===== src/rtl/assert_macros.svh =====
// assertion helpers shared by the rtl
`ifndef ASSERT_MACROS_SVH
`define ASSERT_MACROS_SVH

`ifndef SYNTHESIS

// property that must hold at every clock edge out of reset
`define ASSERT_ALWAYS(lbl, clk, rst_n, prop) \
    lbl: assert property (@(posedge clk) disable iff (!rst_n) (prop)) \
        else $error("assertion failed");

// antecedent in this cycle implies consequent in the next
`define ASSERT_NEXT(lbl, clk, rst_n, ante, cons) \
    lbl: assert property (@(posedge clk) disable iff (!rst_n) (ante) |=> (cons)) \
        else $error("assertion failed");

`else

`define ASSERT_ALWAYS(lbl, clk, rst_n, prop)
`define ASSERT_NEXT(lbl, clk, rst_n, ante, cons)

`endif

`endif


===== src/rtl/mpcc_pkg.sv =====
package mpcc_pkg;

    // field widths fixed by the stream format
    localparam int SAMPLE_W   = 16;
    localparam int OFFSET_W   = 16;
    localparam int CARRIED_CH = 4;
    localparam int EXT_W      = SAMPLE_W + 1;
    localparam int SHIFT_W    = EXT_W + 1;
    localparam int DIFF_W     = SHIFT_W + 1;
    localparam int OUT_W      = 21;
    localparam int S_TDATA_W  = CARRIED_CH * SAMPLE_W;
    localparam int M_TDATA_W  = ((OUT_W + 7) / 8) * 8;

    // configuration port
    localparam int APB_DATA_W = 32;
    localparam int APB_ADDR_W = 5;
    localparam int REG_IDX_W  = 3;

    // defaults for the top-level parameters
    localparam int DEF_NUM_CHANNELS = 4;
    localparam int DEF_SAMPLE_BITS  = 16;

    // combine mode codes
    typedef logic [1:0] t_mode;
    localparam t_mode MODE_PLAIN = 2'd0;
    localparam t_mode MODE_SUB   = 2'd1;
    localparam t_mode MODE_ADD   = 2'd2;

    // register indexes
    typedef logic [REG_IDX_W-1:0] t_reg_idx;
    localparam t_reg_idx REG_MODE      = 3'd0;
    localparam t_reg_idx REG_OFF_FIRST = 3'd1;
    localparam t_reg_idx REG_OFF_LAST  = 3'd4;

    // per-lane stage loads
    typedef struct packed {
        logic load1;
        logic load2;
    } t_lane_ctl;

    // merge stage loads
    typedef struct packed {
        logic load3;
        logic load4;
    } t_merge_ctl;

endpackage


===== src/rtl/mpcc_lane.sv =====
module mpcc_lane
    import mpcc_pkg::*;
#(
    parameter int SAMPLE_BITS = DEF_SAMPLE_BITS
) (
    input  logic                       i_clk,
    input  t_lane_ctl                  i_ctl,
    input  logic [SAMPLE_W-1:0]        i_sample,
    input  logic signed [OFFSET_W-1:0] i_offset,
    input  logic signed [SHIFT_W-1:0]  i_nbr_shifted,
    output logic signed [SHIFT_W-1:0]  o_shifted,
    output logic signed [SHIFT_W-1:0]  o_shifted_s2,
    output logic [DIFF_W-1:0]          o_absdiff
);

    // effective sign position; wider sample settings read the field as unsigned
    localparam int SB_EFF = (SAMPLE_BITS > SAMPLE_W) ? EXT_W : SAMPLE_BITS;
    localparam int SHAMT  = EXT_W - SB_EFF;

    logic [EXT_W-1:0]          w_ext;
    logic signed [EXT_W-1:0]   w_up;
    logic signed [EXT_W-1:0]   w_sx;
    logic signed [SHIFT_W-1:0] n_shifted;
    logic signed [SHIFT_W-1:0] r_shifted;
    logic signed [DIFF_W-1:0]  w_diff;
    logic [DIFF_W-1:0]         n_absdiff;
    logic [DIFF_W-1:0]         r_absdiff;
    logic signed [SHIFT_W-1:0] r_shifted_s2;

    // sign extension from the configured sample width, then offset
    always_comb begin
        w_ext     = {1'b0, i_sample};
        w_up      = $signed(w_ext << SHAMT);
        w_sx      = w_up >>> SHAMT;
        n_shifted = SHIFT_W'(w_sx) + SHIFT_W'(i_offset);
    end

    // absolute difference against the cyclic neighbour
    always_comb begin
        w_diff    = DIFF_W'(i_nbr_shifted) - DIFF_W'(r_shifted);
        n_absdiff = w_diff[DIFF_W-1] ? DIFF_W'(-w_diff) : DIFF_W'(w_diff);
    end

    // stage registers
    always_ff @(posedge i_clk) begin
        if (i_ctl.load1) begin
            r_shifted <= n_shifted;
        end
        if (i_ctl.load2) begin
            r_absdiff    <= n_absdiff;
            r_shifted_s2 <= r_shifted;
        end
    end

    assign o_shifted    = r_shifted;
    assign o_shifted_s2 = r_shifted_s2;
    assign o_absdiff    = r_absdiff;

endmodule


===== src/rtl/mpcc_merge.sv =====
module mpcc_merge
    import mpcc_pkg::*;
#(
    parameter int NUM_CHANNELS = DEF_NUM_CHANNELS
) (
    input  logic                      i_clk,
    input  t_merge_ctl                i_ctl,
    input  t_mode                     i_mode,
    input  logic signed [SHIFT_W-1:0] i_shifted [NUM_CHANNELS],
    input  logic [DIFF_W-1:0]         i_absdiff [NUM_CHANNELS],
    output logic [OUT_W-1:0]          o_value
);

    logic [OUT_W-1:0] n_sum;
    logic [OUT_W-1:0] n_diffs;
    logic [OUT_W-1:0] r_sum;
    logic [OUT_W-1:0] r_diffs;
    logic [OUT_W-1:0] n_value;
    logic [OUT_W-1:0] r_value;

    // lane sums, wrapping at the output width
    always_comb begin
        n_sum   = '0;
        n_diffs = '0;
        for (int c = 0; c < NUM_CHANNELS; c++) begin
            n_sum   = n_sum + OUT_W'(i_shifted[c]);
            n_diffs = n_diffs + OUT_W'(i_absdiff[c]);
        end
    end

    // artefact correction by mode
    always_comb begin
        case (i_mode)
            MODE_SUB: n_value = r_sum - r_diffs;
            MODE_ADD: n_value = r_sum + r_diffs;
            default:  n_value = r_sum;
        endcase
    end

    always_ff @(posedge i_clk) begin
        if (i_ctl.load3) begin
            r_sum   <= n_sum;
            r_diffs <= n_diffs;
        end
        if (i_ctl.load4) begin
            r_value <= n_value;
        end
    end

    assign o_value = r_value;

endmodule


===== src/rtl/multichannel_pixel_crossval_combine_core.sv =====
// Combines one pixel from up to four image stacks per transfer: each sample is
// sign-extended, shifted by its channel offset, and the shifted values are summed;
// the sum of absolute differences between cyclically neighbouring channels is then
// subtracted (mode 1), added (mode 2) or ignored (modes 0 and 3). The result wraps
// to 21 bits. One pixel is taken every clock cycle unless the output stalls; a result
// passes through two lane stages, a summing stage and the output register. Each
// stage holds only while the stage after it is full and stalled, so bubbles close up
// and the input keeps accepting while a finished result waits on the output.
// Offsets and mode are set over the register port; the user must set them while the
// stream is idle, which the block does not enforce. Channels past the fourth read as zero.
`include "assert_macros.svh"

module multichannel_pixel_crossval_combine_core
    import mpcc_pkg::*;
#(
    parameter int NUM_CHANNELS = DEF_NUM_CHANNELS,
    parameter int SAMPLE_BITS  = DEF_SAMPLE_BITS
) (
    input  logic                  i_clk,
    input  logic                  i_rst_n,
    // stream in
    input  logic                  i_s_axis_tvalid,
    output logic                  o_s_axis_tready,
    input  logic [S_TDATA_W-1:0]  i_s_axis_tdata,  // sample_ch0, sample_ch1, sample_ch2, sample_ch3
    input  logic                  i_s_axis_tlast,  // slice_end
    // stream out
    output logic                  o_m_axis_tvalid,
    input  logic                  i_m_axis_tready,
    output logic [M_TDATA_W-1:0]  o_m_axis_tdata,  // combined_value, zero pad
    output logic                  o_m_axis_tlast,  // slice_end_out
    // register port
    input  logic                  i_psel,
    input  logic                  i_penable,
    input  logic                  i_pwrite,
    input  logic [APB_ADDR_W-1:0] i_paddr,
    input  logic [APB_DATA_W-1:0] i_pwdata,
    output logic [APB_DATA_W-1:0] o_prdata,
    output logic                  o_pready
);

    localparam int LANE_IDX_W = (CARRIED_CH > 1) ? $clog2(CARRIED_CH) : 1;

    t_mode                     r_mode;
    logic signed [OFFSET_W-1:0] r_offset [CARRIED_CH];
    t_reg_idx                  w_idx;
    logic                      w_wr;
    logic [LANE_IDX_W-1:0]     w_slot;

    logic r_v1, r_v2, r_v3, r_v4;
    logic r_l1, r_l2, r_l3, r_l4;
    logic w_rdy1, w_rdy2, w_rdy3, w_rdy4;
    t_lane_ctl  w_lane_ctl;
    t_merge_ctl w_merge_ctl;

    logic [SAMPLE_W-1:0]        w_sample   [NUM_CHANNELS];
    logic signed [OFFSET_W-1:0] w_offset   [NUM_CHANNELS];
    logic signed [SHIFT_W-1:0]  w_shifted  [NUM_CHANNELS];
    logic signed [SHIFT_W-1:0]  w_shift_s2 [NUM_CHANNELS];
    logic [DIFF_W-1:0]          w_absdiff  [NUM_CHANNELS];
    logic [OUT_W-1:0]           w_value;

    // register decode
    assign w_idx    = i_paddr[APB_ADDR_W-1:2];
    assign w_wr     = i_psel & i_penable & i_pwrite;
    assign w_slot   = LANE_IDX_W'(w_idx - REG_OFF_FIRST);
    assign o_pready = 1'b1;

    always_ff @(posedge i_clk) begin
        if (!i_rst_n) begin
            r_mode <= MODE_PLAIN;
            for (int c = 0; c < CARRIED_CH; c++) begin
                r_offset[c] <= '0;
            end
        end else if (w_wr) begin
            if (w_idx == REG_MODE) begin
                r_mode <= t_mode'(i_pwdata[1:0]);
            end else if (w_idx inside {[REG_OFF_FIRST:REG_OFF_LAST]}) begin
                r_offset[w_slot] <= $signed(i_pwdata[OFFSET_W-1:0]);
            end
        end
    end

    // register read back
    always_comb begin
        o_prdata = '0;
        if (w_idx == REG_MODE) begin
            o_prdata = APB_DATA_W'(r_mode);
        end else if (w_idx inside {[REG_OFF_FIRST:REG_OFF_LAST]}) begin
            o_prdata = APB_DATA_W'(r_offset[w_slot]);
        end
    end

    // stage flow: a stage moves when it is empty or the next one moves
    assign w_rdy4          = !r_v4 || i_m_axis_tready;
    assign w_rdy3          = !r_v3 || w_rdy4;
    assign w_rdy2          = !r_v2 || w_rdy3;
    assign w_rdy1          = !r_v1 || w_rdy2;
    assign o_s_axis_tready = w_rdy1;

    assign w_lane_ctl.load1  = w_rdy1 && i_s_axis_tvalid;
    assign w_lane_ctl.load2  = w_rdy2 && r_v1;
    assign w_merge_ctl.load3 = w_rdy3 && r_v2;
    assign w_merge_ctl.load4 = w_rdy4 && r_v3;

    always_ff @(posedge i_clk) begin
        if (!i_rst_n) begin
            r_v1 <= 1'b0;
            r_v2 <= 1'b0;
            r_v3 <= 1'b0;
            r_v4 <= 1'b0;
        end else begin
            if (w_rdy1) r_v1 <= i_s_axis_tvalid;
            if (w_rdy2) r_v2 <= r_v1;
            if (w_rdy3) r_v3 <= r_v2;
            if (w_rdy4) r_v4 <= r_v3;
        end
    end

    // slice end flag travels beside the data
    always_ff @(posedge i_clk) begin
        if (w_lane_ctl.load1)  r_l1 <= i_s_axis_tlast;
        if (w_lane_ctl.load2)  r_l2 <= r_l1;
        if (w_merge_ctl.load3) r_l3 <= r_l2;
        if (w_merge_ctl.load4) r_l4 <= r_l3;
    end

    // one lane per channel, neighbour taken cyclically
    for (genvar c = 0; c < NUM_CHANNELS; c++) begin : g_lane
        if (c < CARRIED_CH) begin : g_carried
            assign w_sample[c] = i_s_axis_tdata[c*SAMPLE_W +: SAMPLE_W];
            assign w_offset[c] = r_offset[c];
        end else begin : g_empty
            assign w_sample[c] = '0;
            assign w_offset[c] = '0;
        end

        mpcc_lane #(
            .SAMPLE_BITS (SAMPLE_BITS)
        ) u_lane (
            .i_clk         (i_clk),
            .i_ctl         (w_lane_ctl),
            .i_sample      (w_sample[c]),
            .i_offset      (w_offset[c]),
            .i_nbr_shifted (w_shifted[(c + 1) % NUM_CHANNELS]),
            .o_shifted     (w_shifted[c]),
            .o_shifted_s2  (w_shift_s2[c]),
            .o_absdiff     (w_absdiff[c])
        );
    end

    // merge of lane results
    mpcc_merge #(
        .NUM_CHANNELS (NUM_CHANNELS)
    ) u_merge (
        .i_clk     (i_clk),
        .i_ctl     (w_merge_ctl),
        .i_mode    (r_mode),
        .i_shifted (w_shift_s2),
        .i_absdiff (w_absdiff),
        .o_value   (w_value)
    );

    assign o_m_axis_tvalid = r_v4;
    assign o_m_axis_tdata  = M_TDATA_W'(w_value);
    assign o_m_axis_tlast  = r_l4;

    // an empty output stage never blocks the input
    `ASSERT_ALWAYS(a_rdy_when_out_empty, i_clk, i_rst_n, r_v4 || o_s_axis_tready)
    // a stalled result is not dropped
    `ASSERT_NEXT(a_out_kept, i_clk, i_rst_n, r_v4 && !i_m_axis_tready, r_v4)
    // an accepted pixel always lands in the first stage
    `ASSERT_NEXT(a_in_lands, i_clk, i_rst_n, i_s_axis_tvalid && o_s_axis_tready, r_v1)
    // the output stage fills only from a full summing stage
    `ASSERT_NEXT(a_out_from_s3, i_clk, i_rst_n, !r_v3 && !r_v4, !r_v4)

endmodule

===== config.mk =====
export PLATFORM = sky130hd
export DESIGN_NAME = multichannel_pixel_crossval_combine_core
export DESIGN_NICKNAME = d
export VERILOG_FILES = /design/src/rtl/mpcc_pkg.sv /design/src/rtl/mpcc_lane.sv /design/src/rtl/mpcc_merge.sv /design/src/rtl/multichannel_pixel_crossval_combine_core.sv
export VERILOG_INCLUDE_DIRS = /design/src /design/src/rtl
export SDC_FILE = /design/constraint.sdc
export NUM_CORES = 1
export LEC_CHECK = 0
export BUFFER_PORTS_ARGS = -buffer_cell sky130_fd_sc_hd__buf_2
export CORE_MARGIN = 1.5
export CORE_UTILIZATION = 45
export DETAILED_ROUTE_END_ITERATION = 10
export GPL_TIMING_DRIVEN = 0
export PLACE_DENSITY = 0.7
export SLEW_MARGIN = 20
export SYNTH_ARGS = -nofsm -noshare
export SYNTH_HDL_FRONTEND = slang
export SYNTH_SLANG_ARGS = --single-unit

===== constraint.sdc =====
create_clock -name i_clk -period 11.22 [get_ports i_clk]
set_input_delay 0.561 -clock i_clk [delete_from_list [all_inputs] [get_ports i_clk]]
set_output_delay 0.561 -clock i_clk [all_outputs]
set_load 0.05 [all_outputs]

==> results of run 1 <==
==> synthesized netlist by cell type (5+ instances only) <==
master                      number  share of area
sky130_fd_sc_hd__a2111oi_0       6         0.0021
sky130_fd_sc_hd__a211oi_1        8         0.0024
sky130_fd_sc_hd__a21boi_0       14         0.0043
sky130_fd_sc_hd__a21o_1         60          0.018
sky130_fd_sc_hd__a21oi_1       140          0.028
sky130_fd_sc_hd__a31oi_1        30         0.0076
sky130_fd_sc_hd__and2_1         70          0.018
sky130_fd_sc_hd__and3_1         20         0.0051
sky130_fd_sc_hd__buf_4          20         0.0061
sky130_fd_sc_hd__clkbuf_1       20         0.0030
sky130_fd_sc_hd__dfxtp_1         6         0.0049
sky130_fd_sc_hd__edfxtp_1      343           0.42
sky130_fd_sc_hd__fa_1           49          0.040
sky130_fd_sc_hd__ha_1          237           0.12
sky130_fd_sc_hd__inv_1         252          0.038
sky130_fd_sc_hd__mux2_2          8         0.0037
sky130_fd_sc_hd__mux4_2         16          0.015
sky130_fd_sc_hd__nand2_1        96          0.015
sky130_fd_sc_hd__nand2b_1       24         0.0061
sky130_fd_sc_hd__nand3_1        30         0.0061
sky130_fd_sc_hd__nand3b_1        8         0.0024
sky130_fd_sc_hd__nand4_1        11         0.0028
sky130_fd_sc_hd__nor2_1        174          0.026
sky130_fd_sc_hd__nor2_2          5         0.0013
sky130_fd_sc_hd__nor2b_1        47          0.012
sky130_fd_sc_hd__nor3_1         60          0.012
sky130_fd_sc_hd__nor3b_1         9         0.0027
sky130_fd_sc_hd__o2111ai_1       5         0.0018
sky130_fd_sc_hd__o211ai_1       10         0.0030
sky130_fd_sc_hd__o21a_1         38          0.012
sky130_fd_sc_hd__o21ai_0       111          0.023
sky130_fd_sc_hd__o21bai_1       28         0.0085
sky130_fd_sc_hd__o31ai_1         9         0.0027
sky130_fd_sc_hd__o41ai_1         5         0.0018
sky130_fd_sc_hd__or2_2          10         0.0025
sky130_fd_sc_hd__or3_1          11         0.0028
sky130_fd_sc_hd__xnor2_1       154          0.055
sky130_fd_sc_hd__xor2_1         90          0.032
==> area by class of cell <==
class,instances,area [sq um]
inverters,252,946
multi-input cells,1685,13100
diodes,1,2.50
fillers,4833,26100
clock inverters,25,196
flip-flops and latches,349,10400
clock buffers,47,1090
plain buffers,49,272
repair buffers,162,1040
well taps,696,871
==> critical path, cell delays in order (launching register included) <==
cell and delay [ns]:
sky130_fd_sc_hd__edfxtp_1 0.43, sky130_fd_sc_hd__nor2_1 0.18, sky130_fd_sc_hd__nor4b_1 0.40, sky130_fd_sc_hd__nand2b_1 0.15, sky130_fd_sc_hd__nor4_1 0.72, sky130_fd_sc_hd__a21oi_1 0.18
sky130_fd_sc_hd__xor2_1 0.19, sky130_fd_sc_hd__ha_1 0.35, sky130_fd_sc_hd__a2111oi_0 0.62, sky130_fd_sc_hd__nand2b_1 0.13, sky130_fd_sc_hd__o21a_1 0.25, sky130_fd_sc_hd__a221oi_1 0.45
sky130_fd_sc_hd__o21ai_1 0.19, sky130_fd_sc_hd__o41ai_1 0.33, sky130_fd_sc_hd__xnor2_1 0.17, sky130_fd_sc_hd__nor2_1 0.08, sky130_fd_sc_hd__xor2_1 0.17
==> sequential cells by signal, indices dropped and copies added, names as in the netlist <==
| name | flops |
|---|---|
| g_lane.u_lane.o_absdiff | 76 |
| g_lane.u_lane.o_shifted | 68 |
| g_lane.u_lane.o_shifted_s2 | 68 |
| o_m_axis_tlast | 1 |
| o_m_axis_tvalid | 1 |
| r_l1 | 1 |
| r_l2 | 1 |
| r_l3 | 1 |
| r_mode | 2 |
| r_offset | 64 |
| r_v1 | 1 |
| r_v2 | 1 |
| r_v3 | 1 |
| u_merge.o_value | 21 |
| u_merge.r_diffs | 21 |
| u_merge.r_sum | 21 |
==> worst paths after layout <==
kind | from | endpoint | slack, ns | cells after the start
max reg2reg | u_merge.r_diffs[2] | u_merge.o_value[20] | 5.97 | 16
min | i_s_axis_tlast | r_l1 | 0.19 | 1
min reg2reg | r_l2 | r_l3 | 0.42 | 0
max | u_merge.r_diffs[2] | u_merge.o_value[20] | 5.97 | 16
==> cells by family (layout without fill, tap and decap cells) <==
logic type | Yosys count | count (layout) | synth area share
AO/OA/AOI/OAI | 527 | 527 | 0.140
XOR/XNOR | 244 | 244 | 0.0866
adder cells (fa/ha/maj) | 286 | 286 | 0.160
buffers and inverters | 301 | 535 | 0.0494
flip-flops | 349 | 349 | 0.422
multiplexers | 27 | 27 | 0.0195
other | 2 | 9 | 0.000304
AND/OR/NAND/NOR | 593 | 593 | 0.122
==> layer usage <==
metal  wire length (microns)  part of all wire  vias to the layer above
met5                       0                 0                        -
met4                    1620             0.027                        0
met3                    3070             0.052                      106
met2                   29300              0.49                      447
met1                   25400              0.43                     8439
li1                        -                 -                     8737
==> power by group <==
part           total [W]  internal [W]  switching, W
registers        0.00193       0.00180      0.000123
clock network    0.00130      0.000762      0.000536
logic            0.00334       0.00141       0.00193
==> metrics by stage <==
stage | hold slack, ns | instances | cell area [sq um] | total power (W) | setup slack (ns)
after floorplan | 0.400 | 2335 | 24700 | 0.00449 | 2.77
after global placement | 0.401 | 3177 | 26300 | 0.00513 | 0.248
after detailed placement | 0.406 | 3193 | 26700 | 0.00525 | 5.99
after CTS | 0.171 | 3265 | 28000 | 0.00658 | 5.96
after global routing | 0.167 | 3265 | 28000 | 0.00706 | 5.43
final | 0.186 | 3266 | 28000 | 0.00657 | 5.97
==> layout by cell type, fill, tap and decap left out, types with 28 or more instances in the layout <==
cell type	Yosys	final
sky130_fd_sc_hd__o21ai_0	111	109
sky130_fd_sc_hd__xor2_1	90	90
sky130_fd_sc_hd__o21a_1	38	38
sky130_fd_sc_hd__nor2_1	174	174
sky130_fd_sc_hd__fa_1	49	49
sky130_fd_sc_hd__o21bai_1	28	28
sky130_fd_sc_hd__ha_1	237	237
sky130_fd_sc_hd__nor3_1	60	60
sky130_fd_sc_hd__a21o_1	60	60
sky130_fd_sc_hd__edfxtp_1	343	343
sky130_fd_sc_hd__nand3_1	30	30
sky130_fd_sc_hd__nand2_1	96	96
sky130_fd_sc_hd__buf_2	4	154
sky130_fd_sc_hd__nor2b_1	47	45
sky130_fd_sc_hd__a31oi_1	30	29
sky130_fd_sc_hd__a21oi_1	140	140
sky130_fd_sc_hd__clkbuf_16	0	43
sky130_fd_sc_hd__inv_1	252	252
sky130_fd_sc_hd__and2_1	70	70
sky130_fd_sc_hd__xnor2_1	154	154
==> summary.md, run 1 <==
| Metric | Value |
|---|---|
| Clock Pin Slew Worst Setup and Hold Paths | 0.06 ns |
| Final sum of negative setup slack | 0 ns |
| Layer carrying the most global-route usage | met2 |
| Remaining antenna violation count after routing | 0 |
| Total setup violations reported at the end of the flow | 0 |
| Reported leakage power | between 10 and 15 nW |
| Die Span Y | about 240 microns |
| Final #Nets | 2935 |
| Wire length of the first global-routing pass | about 93 mm |
| First-iteration detailed-routing DRC count | 880 |
| Clock tree from TritonCTS | done |
| Crit. End Element | flop |
| Number of global-route vias before repair | around 18000 |
| Most used flip-flop cell after synthesis | sky130_fd_sc_hd__edfxtp_1 |
| Yosys warnings | 0 |
| Max Fanout on Critical Path | 5 |
| Met1 Usage GRT | 0.258 |
| Num CTS Buffers | 41 |
| Max frequency | 191 MHz |
| Detail-routed net length per standard cell | roughly 18 microns |
| Final Util | 0.517 |
| Total Wirelength | around 59 mm |
| Worst-Skew Late Latency | approximately 0.57 ns |
| Post-synthesis sequential element count | ~350 |
| DR vias/cell | approximately 5.4 |
| Number of gates resized after CTS | 0 |
| Area inside the core boundary | 54000 sq um |
| CTS H-tree depth | 2 |
| Cell Pwr Density | approximately 230 nW/um^2 |
| # Post-CTS Setup Buffers | 0 |
| Register area share after synthesis | 0.422 |
| Remaining max-slew budget at the tightest pin | 0.311 |
| Routed vias | about 18000 |
| Mean Syn Cell Area | 10.6 sq um |
| CTS hold repair buffers | 0 |
| Class of the tightest hold or removal check | in -> reg |
| Least-Margin Pin Slew | about 1.0 ns |
| Final Wtd Congestion | 0.904 |
| Count of buffers from port buffering | 146 |
| Clock root buffer | sky130_fd_sc_hd__clkbuf_16 |
| Full die area | about 56000 sq um |
| Maximum number of buffers from clock root to sink | 3 |
| Total track usage | 0.212 |
| Area of the mapped netlist | 24700 sq um |
| Run status | finished, final reports clean |
| Detailed-routing iteration count for the pre-antenna-repair pass | 5 |
| EDFF count, synth | 343 |
| Global Route met2 Usage | 0.380 |
| Overall die width | around 240 microns |
| DRC violation count after routing | 0 |
| Layout Skew | 0.0149 ns |
| Area growth from synthesis to layout | 13.3% |
| Critical path start-end classification | reg -> reg |
| Unrepaired setup endpoints after global routing | false |
| Largest net degree at the start of global routing | 31 |
| Synthesized instance count | around 2300 |
| Highest ir drop seen on vdd | roughly 0.15 mV |
| Number of endpoints with negative hold slack in the final report | 0 |
| Number of sinks handled by clock tree synthesis | about 350 |
| Final worst-path cycle share | 0.468 |
| DP Wirelength | between 40 and 50 mm |
| Data arrival time at the worst-slack endpoint | around 5.6 ns |
| Total congestion overflow | 0 |
| Number of pins with negative max-slew slack in the final report | 0 |
| Critical path launch point type | flop |
| # Max-Cap Violations | 0 |
| Io pins | ~170 |
| Time the final worst path needs with I/O delays and setup | between 5 and 6 ns |
| Share of synthesized flip-flops with an asynchronous set or reset | 0 |
| Number of antenna violations at the first check in global routing | 0 |
| Req. time, crit path | roughly 12 ns |
| Distinct cell type count of the synthesized netlist | 88 |
| # rows | between 80 and 90 |
| Global Route met3 Usage | 0.0389 |
| Starting density of the core | 0.457 |
| Proportion of layout cells with a drive suffix above 1 | 0.123 |
Note: power is estimated with default switching activity, not from simulation.
==> run 2: changes to the inputs <==
--- a/config.mk
+++ b/config.mk
@@ -11,7 +11,7 @@
 export CORE_UTILIZATION = 45
 export DETAILED_ROUTE_END_ITERATION = 10
 export GPL_TIMING_DRIVEN = 0
-export PLACE_DENSITY = 0.7
+export PLACE_DENSITY = 0.67
 export SLEW_MARGIN = 20
 export SYNTH_ARGS = -nofsm -noshare
 export SYNTH_HDL_FRONTEND = slang
==> constraint.sdc (replaced) <==
create_clock -name i_clk -period 5.43 [get_ports i_clk]
set_input_delay 0.2715 -clock i_clk [delete_from_list [all_inputs] [get_ports i_clk]]
set_output_delay 0.2715 -clock i_clk [all_outputs]
set_load 0.05 [all_outputs]
==> summary.md, run 2 (same netlist as run 1, synthesis figures left out) <==
| Metric | Value |
|---|---|
| Run status | finished, final reports clean |
| Final Wtd Congestion | 0.885 (-2.1%) |
| Cell Pwr Density | 480 nW/um^2 (+100%) |
| DR vias/cell | 5.42 (-0.13%) |
| Max reg flops | 76 (unchanged) |
| Number of pins with negative max-slew slack in the final report | 0 (unchanged) |
| Total of fill cells in the finished design | 4757 (-1.6%) |
| Count of buffers from port buffering | 146 (unchanged) |
| Highest ir drop seen on vdd | 0.306 mV (+99%) |
| Time the final worst path needs with I/O delays and setup | 5.19 ns (-0.0607 ns) |
| Slowest-stage cell, CP | sky130_fd_sc_hd__fa_1 |
| Number of cells on the worst reg-to-reg path | 21 (+5) |
| Largest net degree at the start of global routing | 30 (-3.2%) |
| Final worst-path cycle share | 0.955 (+0.487) |
| Total congestion overflow | 0 (unchanged) |
| Die Span Y | 237 microns (unchanged) |
| Commonest non-fill, non-tap cells in the layout | sky130_fd_sc_hd__edfxtp_1 (343), sky130_fd_sc_hd__inv_1 (252), sky130_fd_sc_hd__ha_1 (237) |
| Remaining antenna violation count after routing | 0 (unchanged) |
| Count of cells along the worst hold path | 3 (+2) |
| Most frequent cell on the critical path | sky130_fd_sc_hd__a21o_1 |
| Maximum number of buffers from clock root to sink | 3 (unchanged) |
| Clock Pin Slew Worst Setup and Hold Paths | 0.07 ns (about the same) |
| Req. time, crit path | 5.73 ns (-5.80 ns) |
| Number of antenna repair diodes | 0 (-1) |
| Crit. End Element | flop |
| # Max-Cap Violations | 0 (unchanged) |
| Number of sinks handled by clock tree synthesis | 349 (unchanged) |
| Wire length of the first global-routing pass | 92.7 mm (-0.64%) |
| Remaining max-slew budget at the tightest pin | 0.294 (-0.0166) |
| DP Wirelength | 48.5 mm (-0.12%) |
| Area inside the core boundary | 54000 sq um (unchanged) |
| Cells traversed along the worst timing path | ha_1 > fa_1 > a21o_1 > a21oi_1 > o21bai_1 > a21o_1 > a21oi_2 > o21ai_0 > a21o_1 > a21o_1 > a21oi_2 > xor2_2 > fa_1 > inv_1 > ha_1 > and3_1 > o211ai_1 > and3_1 > o41ai_1 > a21oi_1 > xnor2_1 |
| DRC violation count after routing | 0 (unchanged) |
| Unrepaired setup endpoints after global routing | true |
| First-iteration detailed-routing DRC count | 936 (+6.4%) |
| Proportion of layout cells with a drive suffix above 1 | 0.126 (+0.00301) |
| Clock tree from TritonCTS | done |
| Worst setup slack for register-to-register paths | 0.24 ns (-5.73 ns) |
| Start of the worst register-to-register path | g_lane[0].u_lane.o_absdiff[0] |
| Overall die width | 237 microns (unchanged) |
| Critical path launch point type | flop |
| Total setup violations reported at the end of the flow | 0 (unchanged) |
| Least-Margin Pin Slew | 1.06 ns (+0.0248 ns) |
| Commonest non-fill, non-tap cell in the layout | sky130_fd_sc_hd__edfxtp_1 |
| Final sum of negative setup slack | 0 ns (unchanged) |
| Io pins | 169 (unchanged) |
| Total chip power | 0.0135 W (+110%) |
| Number of global-route vias before repair | 18200 (+0.044%) |
| Worst-Skew Late Latency | 0.56 ns (about the same) |
| # rows | 85 (unchanged) |
| Reported leakage power | 11.8 nW (+0.46%) |
| Hold worst-path end | r_mode[1] |
| Hold wc startpoint | i_pwdata[1] |
| Area growth from synthesis to layout | 14.1% |
| Total Wirelength | 59.5 mm (+0.25%) |
| Clock root buffer | sky130_fd_sc_hd__clkbuf_16 |
| Detailed-routing iteration count for the pre-antenna-repair pass | 7 (+2) |
| Number of cells after detailed placement | 3193 (unchanged) |
| Max Fanout on Critical Path | 5 (unchanged) |
| Final Util | 0.521 (+0.00336) |
| CTS H-tree depth | 2 (unchanged) |
| Routed vias | 17800 (+0.39%) |
| Total track usage | 0.211 (-0.00144) |
| Layout Skew | 0.0289 ns (+0.0140 ns) |
| Full die area | 56200 sq um (unchanged) |
| Worst flop-to-flop path endpoint | u_merge.r_diffs[19] |
| Number of endpoints with negative hold slack in the final report | 0 (unchanged) |
| Final #Nets | 2952 (+0.58%) |
| Max frequency | 193 MHz (+1.2%) |
| Class of the tightest hold or removal check | in -> reg |
| Starting density of the core | 0.457 (unchanged) |
| Critical path start-end classification | reg -> reg |
| Critical path's largest stage delay | 0.50 ns (-0.22 ns) |
| Fin cells | 3283 (+0.52%) |
| Detail-routed net length per standard cell | 18.1 microns (-0.27%) |
| Num CTS Buffers | 41 (unchanged) |
| Number of antenna violations at the first check in global routing | 1 (+1) |
| # Post-CTS Setup Buffers | 0 (unchanged) |
| Data arrival time at the worst-slack endpoint | 5.49 ns (-0.06 ns) |
-- run 2: cell count changes in the layout (fill, tap and decap cells not counted), moves of 2 or more --
cell | before | now
sky130_fd_sc_hd__xor2_2 | 0 | 2
sky130_fd_sc_hd__a21oi_2 | 3 | 7
sky130_fd_sc_hd__xor2_1 | 90 | 88
sky130_fd_sc_hd__clkbuf_1 | 24 | 29
sky130_fd_sc_hd__a21oi_1 | 140 | 136
sky130_fd_sc_hd__bufinv_16 | 3 | 1
sky130_fd_sc_hd__dlygate4sd3_1 | 0 | 17
sky130_fd_sc_hd__clkinv_1 | 11 | 6
sky130_fd_sc_hd__clkinvlp_4 | 1 | 3
-- run 2: through the flow --
stage | setup slack (ns) | instance area, sq um | hold WS, ns
2_1_floorplan | 0.120 | 24700 | 0.370
3_3_place_gp | -1.16 | 26300 | 0.401
3_5_place_dp | 0.136 | 26700 | 0.406
4_1_cts | 0.0911 | 28100 | 0.00141
5_1_grt | -0.105 | 28100 | 0.0280
6_report | 0.245 | 28100 | 0.0268
-- run 2: repair_timing --
action / in CTS / in global routing
endpoints found under the hold margin: 45 / 0
hold buffers: 17 / 0
resized for setup: 0 / 11
setup endpoints to repair: 0 / 12
-- run 2: critical path: cells and delay by family (launching register included) --
family	cells	cell delay, ns
flip-flops	1	0.37
XOR/XNOR	2	0.25
AO/OA/AOI/OAI	12	2.36
buffers and inverters	1	0.04
AND/OR/NAND/NOR	2	0.41
adder cells (fa/ha/maj)	4	1.50
-- run 2: layout make-up --
class	count	area, sq um	share of cell area
clock inverter	21	141	0.00502
clock buffer	52	1110	0.0394
tap	696	871	0.0309
buffer	49	272	0.00965
multi-input combinational	1685	13200	0.468
timing repair buffer	179	1220	0.0433
inverter	252	946	0.0336
sequential	349	10400	0.370
-- run 2: routing by layer --
layer / wire, microns / track usage / up-vias
li1: - / - / 8766
met1: 25800 / 0.257 / 8463
met2: 29500 / 0.386 / 471
met3: 2520 / 0.0248 / 99
met4: 1680 / 0.0701 / 0
met5: 0 / 0 / -
-- run 2: report_power, final --
group,switching (W),leakage (nW),internal (W)
clock,0.00111,0.609,0.00150
sequential,0.000262,3.28,0.00373
combinational,0.00396,7.92,0.00295
-- run 2: worst max path at each step --
stage                                              from                              to  slack [ns]  depth (start not counted)
after floorplan                         o_m_axis_tvalid   g_lane[0].u_lane.o_absdiff[0]        0.12                          3
after CTS                 g_lane[0].u_lane.o_absdiff[0]             u_merge.r_diffs[19]        0.09                         21
after global routing                          r_mode[1]             u_merge.o_value[20]       -0.10                         16
after detailed placement  g_lane[0].u_lane.o_absdiff[0]             u_merge.r_diffs[19]        0.14                         21
final                     g_lane[0].u_lane.o_absdiff[0]             u_merge.r_diffs[19]        0.24                         21
after global placement                             r_v1  g_lane[2].u_lane.o_shifted[15]       -1.16                          1
==> run 3: changes to the inputs <==
--- a/config.mk
+++ b/config.mk
@@ -12,6 +12,7 @@
 export DETAILED_ROUTE_END_ITERATION = 10
 export GPL_TIMING_DRIVEN = 0
 export PLACE_DENSITY = 0.67
+export RECOVER_POWER = 100
 export SLEW_MARGIN = 20
 export SYNTH_ARGS = -nofsm -noshare
 export SYNTH_HDL_FRONTEND = slang
==> summary.md, run 3 (same netlist as run 1, synthesis figures left out) <==
| Metric | Value |
|---|---|
| Final Wtd Congestion | 0.885 (unchanged) |
| Class of the tightest hold or removal check | in -> reg |
| Total track usage | 0.211 (unchanged) |
| CTS H-tree depth | 2 (unchanged) |
| Proportion of layout cells with a drive suffix above 1 | 0.112 (-0.0143) |
| Final worst-path cycle share | 0.955 (about the same) |
| Total setup violations reported at the end of the flow | 0 (unchanged) |
| Number of antenna violations at the first check in global routing | 1 (unchanged) |
| Req. time, crit path | 5.73 ns (about the same) |
| Max Fanout on Critical Path | 5 (unchanged) |
| Net switching fraction of the power | 0.395 (about the same) |
| Maximum number of buffers from clock root to sink | 3 (unchanged) |
| First-iteration detailed-routing DRC count | 858 (-8.3%) |
| Number of endpoints with negative hold slack in the final report | 0 (unchanged) |
| Total congestion overflow | 0 (unchanged) |
| Remaining antenna violation count after routing | 0 (unchanged) |
| Reported leakage power | 11.7 nW (-1.4%) |
| Die Span Y | 237 microns (unchanged) |
| Largest net degree at the start of global routing | 30 (unchanged) |
| Worst setup slack for register-to-register paths | 0.24 ns (about the same) |
| Run status | finished with violations |
| Detail-routed net length per standard cell | 18.2 microns (+0.26%) |
| Count of buffers from port buffering | 146 (unchanged) |
| Sequential group share of total power | 0.296 (about the same) |
| Number of cells after detailed placement | 3193 (unchanged) |
| Starting density of the core | 0.457 (unchanged) |
| Time the final worst path needs with I/O delays and setup | 5.19 ns (+0.000947 ns) |
| Area inside the core boundary | 54000 sq um (unchanged) |
| Clock Pin Slew Worst Setup and Hold Paths | 0.06 ns (about the same) |
| Overall die width | 237 microns (unchanged) |
| Clock root buffer | sky130_fd_sc_hd__clkbuf_16 |
| Violated checks | capacitance limit, slew limit |
| Least-Margin Pin Slew | 2.06 ns (+1.00 ns) |
| Worst flop-to-flop path endpoint | u_merge.r_diffs[19] |
| Max frequency | 193 MHz (about the same) |
| Cell internal power dissipation | 0.00816 W (-0.17%) |
| Number of pins with negative max-slew slack in the final report | 40 (+40) |
| DR vias/cell | 5.43 (+0.15%) |
| Number of cells on the worst reg-to-reg path | 21 (unchanged) |
| Hold wc startpoint | i_s_axis_tvalid |
| Routed vias | 17800 (+0.19%) |
| Wire length of the first global-routing pass | 92.7 mm (unchanged) |
| Number of global-route vias before repair | 18200 (unchanged) |
| Critical path start-end classification | reg -> reg |
| Io pins | 169 (unchanged) |
| Num CTS Buffers | 41 (unchanged) |
| Count of cells along the worst hold path | 3 (unchanged) |
| Unrepaired setup endpoints after global routing | true |
| Fin cells | 3284 (+0.030%) |
| Full die area | 56200 sq um (unchanged) |
| Remaining max-slew budget at the tightest pin | -0.386 (-0.680) |
| # Max-Cap Violations | 2 (+2) |
| Pre-CTS setup slack | 0.136 ns (unchanged) |
| Commonest non-fill, non-tap cell in the layout | sky130_fd_sc_hd__edfxtp_1 |
| Critical path launch point type | flop |
| Detailed-routing iteration count for the pre-antenna-repair pass | 6 (-1) |
| Psw | 0.00533 W (about the same) |
| # rows | 85 (unchanged) |
| Max reg flops | 76 (unchanged) |
| Combinational Power Share | 0.511 (about the same) |
| DRC violation count after routing | 0 (unchanged) |
| Worst-case setup margin in the final layout | 0.244 ns (-0.000947 ns) |
| Crit. End Element | flop |
| Cell Pwr Density | 484 nW/um^2 (+0.77%) |
| Start of the worst register-to-register path | g_lane[0].u_lane.o_absdiff[0] |
| Commonest non-fill, non-tap cells in the layout | sky130_fd_sc_hd__edfxtp_1 (343), sky130_fd_sc_hd__inv_1 (252), sky130_fd_sc_hd__ha_1 (237) |
| Hold worst-path end | r_v1 |
| Worst-Skew Late Latency | 0.57 ns (about the same) |
| Clock tree from TritonCTS | done |
| Layout Skew | 0.0298 ns (+0.000947 ns) |
| Number of sinks handled by clock tree synthesis | 349 (unchanged) |
| Final #Nets | 2952 (unchanged) |
| Data arrival time at the worst-slack endpoint | 5.49 ns (about the same) |
| Area growth from synthesis to layout | 13.1% |
| Total of fill cells in the finished design | 4799 (+0.88%) |
| Highest ir drop seen on vdd | 0.305 mV (-0.15%) |
| Proportion of power drawn by the clock network | 0.193 (about the same) |
| DP Wirelength | 48.5 mm (unchanged) |
| Total Wirelength | 59.7 mm (+0.29%) |
run 3: worst max path at each step:
stage,from,to,slack [ns],cells past startpoint
5_1_grt,r_mode[1],u_merge.o_value[20],-0.10,16
6_report,g_lane[0].u_lane.o_absdiff[0],u_merge.r_diffs[19],0.24,21
3_3_place_gp,r_v1,g_lane[2].u_lane.o_shifted[15],-1.16,1
2_1_floorplan,o_m_axis_tvalid,g_lane[0].u_lane.o_absdiff[0],0.12,3
4_1_cts,g_lane[0].u_lane.o_absdiff[0],u_merge.r_diffs[19],0.09,21
3_5_place_dp,g_lane[0].u_lane.o_absdiff[0],u_merge.r_diffs[19],0.14,21
run 3: layout make-up:
class	instances	area, sq um	share of cell area
buffer	49	272	0.00974
antenna	1	2.50	0.0000897
clock buffer	52	1110	0.0398
inverter	252	946	0.0339
clock inverter	21	141	0.00507
tap	696	871	0.0312
multi-input combinational	1685	13100	0.470
timing repair buffer	179	1000	0.0360
sequential	349	10400	0.374
run 3: what timing repair did:
item                       4_1_cts  5_1_grt
gates resized for setup          0       11
hold buffers                    17        0
hold endpoints to repair        45        0
setup endpoints to repair        0       12
setup buffers                    0        0
run 3: power by group through the flow:
| stage | combinational, W | clock (W) | sequential [W] |
|---|---|---|---|
| floorplan | 0.00533 | 0 | 0.00394 |
| global placement | 0.00653 | 0 | 0.00404 |
| detailed placement | 0.00678 | 0 | 0.00404 |
| CTS | 0.00684 | 0.00267 | 0.00399 |
| global route | 0.00766 | 0.00277 | 0.00403 |
| finish | 0.00689 | 0.00261 | 0.00399 |
run 3: metal layers:
metal	routed length, microns	GRT usage	vias to the layer above
li1	-	-	8768
met1	25900	0.257	8492
met5	0	0	-
met4	1740	0.0701	0
met2	29600	0.386	463
met3	2440	0.0248	109
run 3: per-stage QoR:
stage	hold WS, ns	cell area [sq um]	setup TNS (ns)	power (W)	util
finish	0.00499	27900	0	0.0135	0.516
global route	0.00739	27900	-1.02	0.0145	0.516
CTS	0.00141	28100	0	0.0135	0.520
detailed placement	0.406	26700	0	0.0108	0.494
global placement	0.401	26300	-243.47	0.0106	0.487
floorplan	0.370	24700	0	0.00927	-
run 3: critical path, stage by stage (launching register included):
cell and delay [ns]:
sky130_fd_sc_hd__edfxtp_1 0.38, sky130_fd_sc_hd__ha_1 0.24, sky130_fd_sc_hd__fa_1 0.41, sky130_fd_sc_hd__a21o_1 0.18
sky130_fd_sc_hd__a21oi_1 0.23, sky130_fd_sc_hd__o21bai_1 0.09, sky130_fd_sc_hd__a21o_1 0.21, sky130_fd_sc_hd__a21oi_2 0.21
sky130_fd_sc_hd__o21ai_0 0.17, sky130_fd_sc_hd__a21o_1 0.25, sky130_fd_sc_hd__a21o_1 0.20, sky130_fd_sc_hd__a21oi_2 0.19
sky130_fd_sc_hd__xor2_2 0.12, sky130_fd_sc_hd__fa_1 0.50, sky130_fd_sc_hd__inv_1 0.04, sky130_fd_sc_hd__ha_1 0.35
sky130_fd_sc_hd__and3_1 0.19, sky130_fd_sc_hd__o211ai_1 0.13, sky130_fd_sc_hd__and3_1 0.22, sky130_fd_sc_hd__o41ai_1 0.36
sky130_fd_sc_hd__a21oi_1 0.14, sky130_fd_sc_hd__xnor2_1 0.13
